$ cat src/hw/rtl/scr_pkg.sv
// Shared constants and types for the segment cache clock replacement unit.
package scr_pkg;

  localparam int POOL_ENTRIES = 64;
  localparam int PAGE_W       = 32;
  localparam int SLOT_W       = $clog2(POOL_ENTRIES);
  localparam int CNT_W        = SLOT_W + 1;
  localparam int STEP_W       = CNT_W + 1;
  localparam int PIN_W        = 15;
  localparam int STATUS_W     = 3;
  localparam int SEG_BITS_W   = 5;
  localparam int LIMIT_W      = 7;
  localparam int CFG_IDX_W    = 1;
  localparam int CFG_DATA_W   = 7;

  localparam logic [PIN_W-1:0] PIN_MAX = {PIN_W{1'b1}};

  localparam logic [CFG_IDX_W-1:0] CFG_SEG_BITS   = 1'd0;
  localparam logic [CFG_IDX_W-1:0] CFG_POOL_LIMIT = 1'd1;

  localparam logic OP_PIN   = 1'b0;
  localparam logic OP_UNPIN = 1'b1;

  localparam logic [STATUS_W-1:0] ST_HIT        = 3'd0;
  localparam logic [STATUS_W-1:0] ST_NEW        = 3'd1;
  localparam logic [STATUS_W-1:0] ST_EVICTED    = 3'd2;
  localparam logic [STATUS_W-1:0] ST_ALL_PINNED = 3'd3;
  localparam logic [STATUS_W-1:0] ST_UNPIN_DONE = 3'd4;

  typedef struct packed {
    logic             clock;
    logic [PIN_W-1:0] pins;
  } meta_t;

endpackage

$ cat src/hw/rtl/segment_cache_clock_replace_unit.sv
// Segment cache with clock replacement: lookup, fill and eviction sequencer.
//
//  channel  | ports                                           | direction
//  ---------+-------------------------------------------------+----------
//  input    | in_valid, in_stall, in_operation, in_page_id,   | in
//           | in_entry_slot                                   |
//  result   | out_valid, out_stall, out_slot, out_status,     | out
//           | out_evicted_base                                |
//  config   | cfg_wr_en, cfg_index, cfg_wr_data               | in
//
// One item at a time. Each entry visit uses the single entry memory port:
// address first, then compare/update on the registered read data.
// Reset is synchronous; no memory clearing pass, used_count bounds reads.
// A stalled result holds in the output register; the sequencer waits.
module segment_cache_clock_replace_unit
  import scr_pkg::*;
(
  input  logic                  clk,
  input  logic                  rst_n,
  input  logic                  in_valid,
  output logic                  in_stall,
  input  logic                  in_operation,
  input  logic [PAGE_W-1:0]     in_page_id,
  input  logic [SLOT_W-1:0]     in_entry_slot,
  output logic                  out_valid,
  input  logic                  out_stall,
  output logic [SLOT_W-1:0]     out_slot,
  output logic [STATUS_W-1:0]   out_status,
  output logic [PAGE_W-1:0]     out_evicted_base,
  input  logic                  cfg_wr_en,
  input  logic [CFG_IDX_W-1:0]  cfg_index,
  input  logic [CFG_DATA_W-1:0] cfg_wr_data
);

  localparam logic [3:0] S_IDLE    = 4'd0;
  localparam logic [3:0] S_UNPIN   = 4'd1;
  localparam logic [3:0] S_LK_ADDR = 4'd2;
  localparam logic [3:0] S_LK_EVAL = 4'd3;
  localparam logic [3:0] S_MISS    = 4'd4;
  localparam logic [3:0] S_SW_ADDR = 4'd5;
  localparam logic [3:0] S_SW_EVAL = 4'd6;
  localparam logic [3:0] S_RESP    = 4'd7;

  // config registers
  logic [SEG_BITS_W-1:0] seg_bits_r;
  logic [LIMIT_W-1:0]    pool_limit_r;

  // sequencer state
  logic [3:0]        state_r, state_nxt;
  logic [CNT_W-1:0]  used_count_r, used_count_nxt;
  logic [SLOT_W-1:0] hand_r, hand_nxt;
  logic [SLOT_W-1:0] idx_r, idx_nxt;
  logic [STEP_W-1:0] steps_r, steps_nxt;

  // item being worked on
  logic [PAGE_W-1:0] base_r, base_nxt;
  logic [SLOT_W-1:0] eslot_r, eslot_nxt;

  // pending result
  logic [SLOT_W-1:0]   res_slot_r, res_slot_nxt;
  logic [STATUS_W-1:0] res_status_r, res_status_nxt;
  logic [PAGE_W-1:0]   res_evict_r, res_evict_nxt;

  // output register
  logic                out_valid_r;
  logic [SLOT_W-1:0]   out_slot_r;
  logic [STATUS_W-1:0] out_status_r;
  logic [PAGE_W-1:0]   out_evict_r;

  // entry memories
  logic [PAGE_W-1:0] base_mem [POOL_ENTRIES];
  meta_t             meta_mem [POOL_ENTRIES];
  logic [PAGE_W-1:0] base_rd_r;
  meta_t             meta_rd_r;
  logic [SLOT_W-1:0] rd_addr, wr_addr;
  logic              base_we, meta_we;
  logic [PAGE_W-1:0] base_wdata;
  meta_t             meta_wdata;

  logic [CNT_W-1:0]  lim;
  logic [STEP_W-1:0] lim2;
  logic [PAGE_W-1:0] in_base;
  logic              in_xfer, out_free;
  logic [SLOT_W-1:0] hand_start, hand_step;

  // limit in effect, clamped to 2..POOL_ENTRIES
  always_comb begin
    if (pool_limit_r < LIMIT_W'(2)) begin
      lim = CNT_W'(2);
    end else if (pool_limit_r > LIMIT_W'(POOL_ENTRIES)) begin
      lim = CNT_W'(POOL_ENTRIES);
    end else begin
      lim = CNT_W'(pool_limit_r);
    end
  end
  assign lim2 = {lim, 1'b0};

  always_comb begin
    if (int'(seg_bits_r) >= PAGE_W) begin
      in_base = '0;
    end else begin
      in_base = in_page_id & ({PAGE_W{1'b1}} << seg_bits_r);
    end
  end

  assign in_stall  = (state_r != S_IDLE);
  assign in_xfer   = in_valid && !in_stall;
  assign out_free  = !out_valid_r || !out_stall;

  // hand restarts at 0 if the limit was lowered under it
  assign hand_start = ({1'b0, hand_r} >= lim) ? '0 : hand_r;
  assign hand_step  = ((CNT_W'(hand_r) + CNT_W'(1)) >= lim) ? '0 : hand_r + SLOT_W'(1);

  always_comb begin
    state_nxt      = state_r;
    used_count_nxt = used_count_r;
    hand_nxt       = hand_r;
    idx_nxt        = idx_r;
    steps_nxt      = steps_r;
    base_nxt       = base_r;
    eslot_nxt      = eslot_r;
    res_slot_nxt   = res_slot_r;
    res_status_nxt = res_status_r;
    res_evict_nxt  = res_evict_r;
    rd_addr        = idx_r;
    wr_addr        = idx_r;
    base_we        = 1'b0;
    meta_we        = 1'b0;
    base_wdata     = base_r;
    meta_wdata     = meta_rd_r;

    case (state_r)
      S_IDLE: begin
        rd_addr = in_entry_slot;
        if (in_xfer) begin
          base_nxt  = in_base;
          eslot_nxt = in_entry_slot;
          idx_nxt   = SLOT_W'(1);
          if (in_operation == OP_UNPIN) begin
            state_nxt = S_UNPIN;
          end else if (used_count_r == '0) begin
            state_nxt = S_MISS;
          end else begin
            state_nxt = S_LK_ADDR;
          end
        end
      end

      S_UNPIN: begin
        wr_addr = eslot_r;
        if (eslot_r != '0 && CNT_W'(eslot_r) <= used_count_r && meta_rd_r.pins != '0) begin
          meta_we         = 1'b1;
          meta_wdata.pins = meta_rd_r.pins - PIN_W'(1);
        end
        res_slot_nxt   = eslot_r;
        res_status_nxt = ST_UNPIN_DONE;
        res_evict_nxt  = '0;
        state_nxt      = S_RESP;
      end

      S_LK_ADDR: begin
        rd_addr   = idx_r;
        state_nxt = S_LK_EVAL;
      end

      S_LK_EVAL: begin
        wr_addr = idx_r;
        if (base_rd_r == base_r) begin
          meta_we          = 1'b1;
          meta_wdata.clock = 1'b1;
          if (meta_rd_r.pins != PIN_MAX) begin
            meta_wdata.pins = meta_rd_r.pins + PIN_W'(1);
          end
          res_slot_nxt   = idx_r;
          res_status_nxt = ST_HIT;
          res_evict_nxt  = '0;
          state_nxt      = S_RESP;
        end else if (CNT_W'(idx_r) == used_count_r) begin
          state_nxt = S_MISS;
        end else begin
          idx_nxt   = idx_r + SLOT_W'(1);
          state_nxt = S_LK_ADDR;
        end
      end

      S_MISS: begin
        if ((used_count_r + CNT_W'(1)) < lim) begin
          used_count_nxt   = used_count_r + CNT_W'(1);
          wr_addr          = SLOT_W'(used_count_nxt);
          base_we          = 1'b1;
          meta_we          = 1'b1;
          meta_wdata.clock = 1'b1;
          meta_wdata.pins  = PIN_W'(1);
          res_slot_nxt     = SLOT_W'(used_count_nxt);
          res_status_nxt   = ST_NEW;
          res_evict_nxt    = '0;
          state_nxt        = S_RESP;
        end else begin
          hand_nxt  = hand_start;
          steps_nxt = '0;
          state_nxt = S_SW_ADDR;
        end
      end

      S_SW_ADDR: begin
        rd_addr = hand_r;
        if (steps_r == lim2) begin
          // two full sweeps, hand is back where it started
          res_slot_nxt   = '0;
          res_status_nxt = ST_ALL_PINNED;
          res_evict_nxt  = '0;
          state_nxt      = S_RESP;
        end else begin
          idx_nxt   = hand_r;
          hand_nxt  = hand_step;
          steps_nxt = steps_r + STEP_W'(1);
          if (hand_r != '0) begin
            state_nxt = S_SW_EVAL;
          end
        end
      end

      S_SW_EVAL: begin
        wr_addr = idx_r;
        meta_we = 1'b1;
        if (meta_rd_r.pins != '0 || meta_rd_r.clock) begin
          meta_wdata.clock = 1'b0;
          state_nxt        = S_SW_ADDR;
        end else begin
          base_we          = 1'b1;
          meta_wdata.clock = 1'b1;
          meta_wdata.pins  = PIN_W'(1);
          res_slot_nxt     = idx_r;
          res_status_nxt   = ST_EVICTED;
          res_evict_nxt    = base_rd_r;
          state_nxt        = S_RESP;
        end
      end

      S_RESP: begin
        if (out_free) begin
          state_nxt = S_IDLE;
        end
      end

      default: begin
        state_nxt = S_IDLE;
      end
    endcase
  end

  // entry memories: one write and one registered read per cycle
  always_ff @(posedge clk) begin
    if (base_we) begin
      base_mem[wr_addr] <= base_wdata;
    end
    if (meta_we) begin
      meta_mem[wr_addr] <= meta_wdata;
    end
    base_rd_r <= base_mem[rd_addr];
    meta_rd_r <= meta_mem[rd_addr];
  end

  always_ff @(posedge clk) begin
    if (!rst_n) begin
      state_r      <= S_IDLE;
      used_count_r <= '0;
      hand_r       <= '0;
      seg_bits_r   <= '0;
      pool_limit_r <= LIMIT_W'(POOL_ENTRIES);
      out_valid_r  <= 1'b0;
    end else begin
      state_r      <= state_nxt;
      used_count_r <= used_count_nxt;
      hand_r       <= hand_nxt;
      if (cfg_wr_en) begin
        case (cfg_index)
          CFG_SEG_BITS:   seg_bits_r   <= cfg_wr_data[SEG_BITS_W-1:0];
          CFG_POOL_LIMIT: pool_limit_r <= cfg_wr_data[LIMIT_W-1:0];
          default: ;
        endcase
      end
      if (state_r == S_RESP && out_free) begin
        out_valid_r <= 1'b1;
      end else if (!out_stall) begin
        out_valid_r <= 1'b0;
      end
    end
  end

  // payload registers
  always_ff @(posedge clk) begin
    idx_r        <= idx_nxt;
    steps_r      <= steps_nxt;
    base_r       <= base_nxt;
    eslot_r      <= eslot_nxt;
    res_slot_r   <= res_slot_nxt;
    res_status_r <= res_status_nxt;
    res_evict_r  <= res_evict_nxt;
    if (state_r == S_RESP && out_free) begin
      out_slot_r   <= res_slot_r;
      out_status_r <= res_status_r;
      out_evict_r  <= res_evict_r;
    end
  end

  assign out_valid        = out_valid_r;
  assign out_slot         = out_slot_r;
  assign out_status       = out_status_r;
  assign out_evicted_base = out_evict_r;

endmodule

$ cat config.mk
export PLATFORM = sky130hd
export DESIGN_NAME = segment_cache_clock_replace_unit
export DESIGN_NICKNAME = d
export VERILOG_FILES = /design/src/hw/rtl/scr_pkg.sv /design/src/hw/rtl/segment_cache_clock_replace_unit.sv
export SDC_FILE = /design/constraint.sdc
export NUM_CORES = 2
export LEC_CHECK = 0
export BUFFER_PORTS_ARGS = -buffer_cell sky130_fd_sc_hd__buf_2
export CAP_MARGIN = 10
export CORE_UTILIZATION = 35
export CTS_CLUSTER_SIZE = 28
export DETAILED_ROUTE_END_ITERATION = 10
export GPL_ROUTABILITY_DRIVEN = 0
export PLACE_DENSITY_LB_ADDON = 0.12
export SKIP_LAST_GASP = 1
export SLEW_MARGIN = 10
export SYNTH_ARGS = -nofsm -noshare
export SYNTH_HDL_FRONTEND = slang
export SYNTH_SLANG_ARGS = --single-unit
$ cat constraint.sdc
create_clock -name clk -period 8 [get_ports clk]
set_clock_uncertainty 0.15 [all_clocks]
set_input_delay 1.2 -clock clk [delete_from_list [all_inputs] [get_ports clk]]
set_output_delay 1.2 -clock clk [all_outputs]
set_load 0.02 [all_outputs]
==> flow_results.xml <==
<?xml version="1.0" encoding="UTF-8"?>
<metrics>
  <group name="outcome">
    <metric name="outcome" unit="">finished with violations</metric>
    <metric name="violated_checks" unit="">capacitance limit, slew limit</metric>
  </group>
  <group name="detailed_routing">
    <metric name="routed.top_layer" unit="">met5</metric>
    <metric name="wl_met1" unit="mm">202.0</metric>
    <metric name="drc" unit="">0</metric>
    <metric name="routed-wl-met3" unit="mm">33.67</metric>
    <metric name="detail_route.iter0.violations" unit="">9381</metric>
    <metric name="detailroute.wirelength.met2" unit="mm">222.3</metric>
    <metric name="wl_per_cell" unit="µm">32.43</metric>
    <metric name="finalWirelength" unit="mm">481.5</metric>
    <metric name="drtPass1Iterations" unit="">6</metric>
    <metric name="ratio_of_routed_vias_to_standard_cells" unit="">5.677</metric>
    <metric name="route.vias.total" unit="">84296</metric>
    <metric name="antenna_violating_nets_post_route" unit="">0</metric>
  </group>
  <group name="yosys">
    <metric name="sequential_fraction_of_the_synthesis_area" unit="">0.7433</metric>
    <metric name="synth-main-ff-cell" unit="">sky130_fd_sc_hd__edfxtp_1</metric>
    <metric name="synth_largest_area_cell" unit="">sky130_fd_sc_hd__edfxtp_1</metric>
    <metric name="top_cells_by_area_in_the_synthesized_netlist" unit="">sky130_fd_sc_hd__edfxtp_1 (73%), sky130_fd_sc_hd__nand2_1 (5.5%), sky130_fd_sc_hd__mux2i_1 (2.7%)</metric>
    <metric name="synthesis.area_per_instance" unit="µm²">14.08</metric>
    <metric name="yosysTopAreaCellShare" unit="">0.7316</metric>
    <metric name="synth_cells" unit="">9347</metric>
    <metric name="synth_seq_cells" unit="">3283</metric>
    <metric name="syn_area" unit="mm²">0.1316</metric>
    <metric name="synth.net_count" unit="">9431</metric>
    <metric name="ys.warnings.count" unit="">0</metric>
    <metric name="share_of_synthesized_flip_flops_with_an_asynchronous_set_or_reset" unit="">0</metric>
    <metric name="synth_enable_flop_cells" unit="">3206</metric>
    <metric name="synth_cell_type_count" unit="">86</metric>
  </group>
  <group name="min_path">
    <metric name="hold_path_startpoint" unit="">res_status_r[2]$_DFFE_PP_</metric>
    <metric name="min_path_type" unit="">flop to flop</metric>
    <metric name="hold_path_depth" unit="">0</metric>
  </group>
  <group name="grt">
    <metric name="via_count_of_the_first_global_routing_pass" unit="">80662</metric>
    <metric name="gr-usage-all-layers" unit="">0.2481</metric>
    <metric name="grt_pass1_wl" unit="mm">662.7</metric>
    <metric name="pin_count_of_the_biggest_net_entering_global_routing" unit="">124</metric>
    <metric name="global_route.overflow_total" unit="">0</metric>
    <metric name="grt_antenna_before_repair" unit="">41</metric>
  </group>
  <group name="worst_setup_path">
    <metric name="cp_data_arrival_time" unit="ps">7500</metric>
    <metric name="worstReg2RegStart" unit="">used_count_r[0]$_SDFFE_PN0P_</metric>
    <metric name="crit_path_top_delay_cell" unit="">sky130_fd_sc_hd__nor2_4</metric>
    <metric name="cp_cell_sequence" unit="">ha_1 &gt; and3_1 &gt; xnor2_1 &gt; ha_1 &gt; a21o_1 &gt; a21o_1 &gt; a221o_1 &gt; nor3_1 &gt; o22ai_1 &gt; a221oi_1 &gt; nand2_1 &gt; nor2_4</metric>
    <metric name="timing.critical_path.slowest_cell_delay" unit="ps">1210</metric>
    <metric name="crit_path_start" unit="">used_count_r[0]$_SDFFE_PN0P_</metric>
    <metric name="critPathLaunchType" unit="">flop</metric>
    <metric name="timing.critical_path.required" unit="ps">8400</metric>
    <metric name="cp_max_fo" unit="">32</metric>
    <metric name="criticalPathCategory" unit="">flop to flop</metric>
    <metric name="end_kind" unit="">flop</metric>
    <metric name="ff2ff_path_depth" unit="">12</metric>
  </group>
  <group name="timing">
    <metric name="minimum_clock_period_after_layout" unit="ps">7102</metric>
    <metric name="setup-violations-final" unit="">0</metric>
    <metric name="worst_pin_slew" unit="ps">1496</metric>
    <metric name="slew_violations" unit="">1</metric>
    <metric name="post-route-period-util" unit="">0.8877</metric>
    <metric name="slew-limit-headroom" unit="">-0.01061</metric>
    <metric name="grt_setup_unrepaired" unit="">no</metric>
    <metric name="achievable-frequency" unit="MHz">140.8</metric>
    <metric name="tns" unit="ps">0</metric>
    <metric name="hold_viol" unit="">0</metric>
  </group>
  <group name="clock_tree">
    <metric name="clock_path_buffers" unit="">4</metric>
    <metric name="tritoncts_num_sinks" unit="">3283</metric>
    <metric name="cts_tree" unit="">done</metric>
    <metric name="clock_latency" unit="ps">970</metric>
    <metric name="post-cts-setup-buffer-count" unit="">0</metric>
    <metric name="htree_num_levels" unit="">5</metric>
    <metric name="post_cts_resize_count" unit="">0</metric>
    <metric name="cts.reportedPaths.clkPinSlew" unit="ps">70</metric>
    <metric name="clock_tree.root_cell" unit="">sky130_fd_sc_hd__clkbuf_16</metric>
    <metric name="post_cts_hold_buffer_count" unit="">0</metric>
    <metric name="tritoncts.num_buffers" unit="">363</metric>
  </group>
  <group name="layout">
    <metric name="n_fill_cell" unit="">34511</metric>
    <metric name="area_growth" unit="%">14.93</metric>
    <metric name="multiInputGateArea" unit="mm²">0.03178</metric>
    <metric name="finish.net_count" unit="">9645</metric>
    <metric name="seqCellArea" unit="mm²">0.09781</metric>
    <metric name="post_route_cells_drive_above_1_share" unit="">0.1259</metric>
  </group>
  <group name="floorplan">
    <metric name="die_h" unit="µm">615.2</metric>
    <metric name="start_util" unit="">0.3525</metric>
    <metric name="design.die.area" unit="mm²">0.3784</metric>
    <metric name="fp_rows" unit="">224</metric>
    <metric name="io_pins" unit="">95</metric>
    <metric name="core" unit="mm²">0.3733</metric>
    <metric name="die_w" unit="µm">615.2</metric>
  </group>
  <group name="placement">
    <metric name="detailed_place_hpwl" unit="mm">300.4</metric>
    <metric name="io_buffer_count" unit="">94</metric>
  </group>
  <group name="flow_run">
    <metric name="cap_violations" unit="">1</metric>
  </group>
</metrics>
final timing paths:
check	endpoint	slack [ps]
worst max-delay path	base_mem[42][7]$_DFFE_PP_	900
worst min-delay path	out_status[2]$_DFFE_PP_	270
worst max register to register	base_mem[42][7]$_DFFE_PP_	900
worst min register to register	out_status[2]$_DFFE_PP_	270
cells in the final DEF, fill, tap and decap left out, types with 32 or more instances in the layout:
cell                           n
sky130_fd_sc_hd__a311oi_1    110
sky130_fd_sc_hd__dfxtp_1      77
sky130_fd_sc_hd__o21ai_0     179
sky130_fd_sc_hd__a21oi_1     235
sky130_fd_sc_hd__edfxtp_1   3206
sky130_fd_sc_hd__clkbuf_1     87
sky130_fd_sc_hd__buf_12       46
sky130_fd_sc_hd__a211oi_1    207
sky130_fd_sc_hd__mux2_2       73
sky130_fd_sc_hd__o21ai_1      35
sky130_fd_sc_hd__nor2_1      126
sky130_fd_sc_hd__nor2_4       73
sky130_fd_sc_hd__and2_1       48
sky130_fd_sc_hd__and3_1      295
sky130_fd_sc_hd__xor2_1       46
sky130_fd_sc_hd__a221oi_1     67
sky130_fd_sc_hd__a31oi_1     155
sky130_fd_sc_hd__clkinv_2     59
sky130_fd_sc_hd__o22ai_1      80
sky130_fd_sc_hd__nand2_1    1920
sky130_fd_sc_hd__nand3_1     608
sky130_fd_sc_hd__clkinv_1     77
sky130_fd_sc_hd__nand4_1      85
sky130_fd_sc_hd__nor3_1       62
sky130_fd_sc_hd__clkbuf_16   369
sky130_fd_sc_hd__buf_4       339
sky130_fd_sc_hd__o221ai_1     54
sky130_fd_sc_hd__ha_1         32
sky130_fd_sc_hd__mux2i_1     354
sky130_fd_sc_hd__nor4_1       47
sky130_fd_sc_hd__buf_2        94
registers in the layout (all words and copies together) (netlist names), 5 cells and up:
signal            flops
meta_rd_r            16
used_count_r          7
idx_r                 6
pool_limit_r          7
seg_bits_r            5
base_rd_r            32
steps_r               8
res_evict_r          32
base_mem           2048
eslot_r               6
hand_r                6
res_slot_r            6
out_evicted_base     32
out_slot              6
base_r               32
meta_mem           1024
area by class of cell:
cell class	instances	share of cell area
Antenna cell	27	0.0004468
Clock buffer	468	0.06431
Clock inverter	185	0.009895
Inverter	30	0.0007446
Multi-Input combinational cell	5401	0.2101
Sequential cell	3283	0.6468
Tap cell	4972	0.04113
Timing Repair Buffer	482	0.02657
worst max-delay path: cells and delay by family (launching register included):
kind | cells | cell delay (ps)
flip-flops | 1 | 430
AO/OA/AOI/OAI | 5 | 2090
adder cells (fa/ha/maj) | 2 | 700
XOR/XNOR | 1 | 540
AND/OR/NAND/NOR | 4 | 2730
cell usage after synthesis, types with 158 or more instances:
master                     number
sky130_fd_sc_hd__nand3_1      613
sky130_fd_sc_hd__and3_1       297
sky130_fd_sc_hd__o21ai_0      185
sky130_fd_sc_hd__edfxtp_1    3206
sky130_fd_sc_hd__a31oi_1      158
sky130_fd_sc_hd__buf_2        262
sky130_fd_sc_hd__nand2_1     1929
sky130_fd_sc_hd__nor2_1       213
sky130_fd_sc_hd__clkbuf_1     273
sky130_fd_sc_hd__mux2i_1      354
sky130_fd_sc_hd__a21oi_1      242
sky130_fd_sc_hd__a211oi_1     207
logic make-up (layout without fill, tap and decap cells):
kind of cell / count (synthesis) / in the layout / synth area share
muxes: 428 / 428 / 0.03326
xor gates and xnor gates: 65 / 65 / 0.004326
and+or+nand+nor: 3433 / 3433 / 0.1174
buffers and inverters: 663 / 1165 / 0.02260
DFF: 3283 / 3283 / 0.7433
AOI/OAI and AO/OA: 1443 / 1443 / 0.07606
adders and majority gates: 32 / 32 / 0.003043
other: 0 / 27 / 0
stage by stage:
step                      instance area [µm²]  cells    util  worst slack (ps)  hold WS, ps
after floorplan                        131600   9347       -              1599        250.3
after global placement                 139700  14157  0.3742              1156        253.9
after detailed placement               139800  14161  0.3744              1177        254.5
after CTS                              151000  14814  0.4045              1166        226.5
after global routing                   151200  14830  0.4050             740.0        260.9
final                                  151200  14848  0.4051             898.4        267.1
per-layer routing:
layer	vias to the layer above	track usage
met5	-	0
met4	14	0.1068
met3	777	0.04059
met2	3446	0.3946
met1	43881	0.3360
li1	36178	-
Power is not shown: default switching activity piles up to over one toggle a cycle in this logic, so the estimate is an artifact.
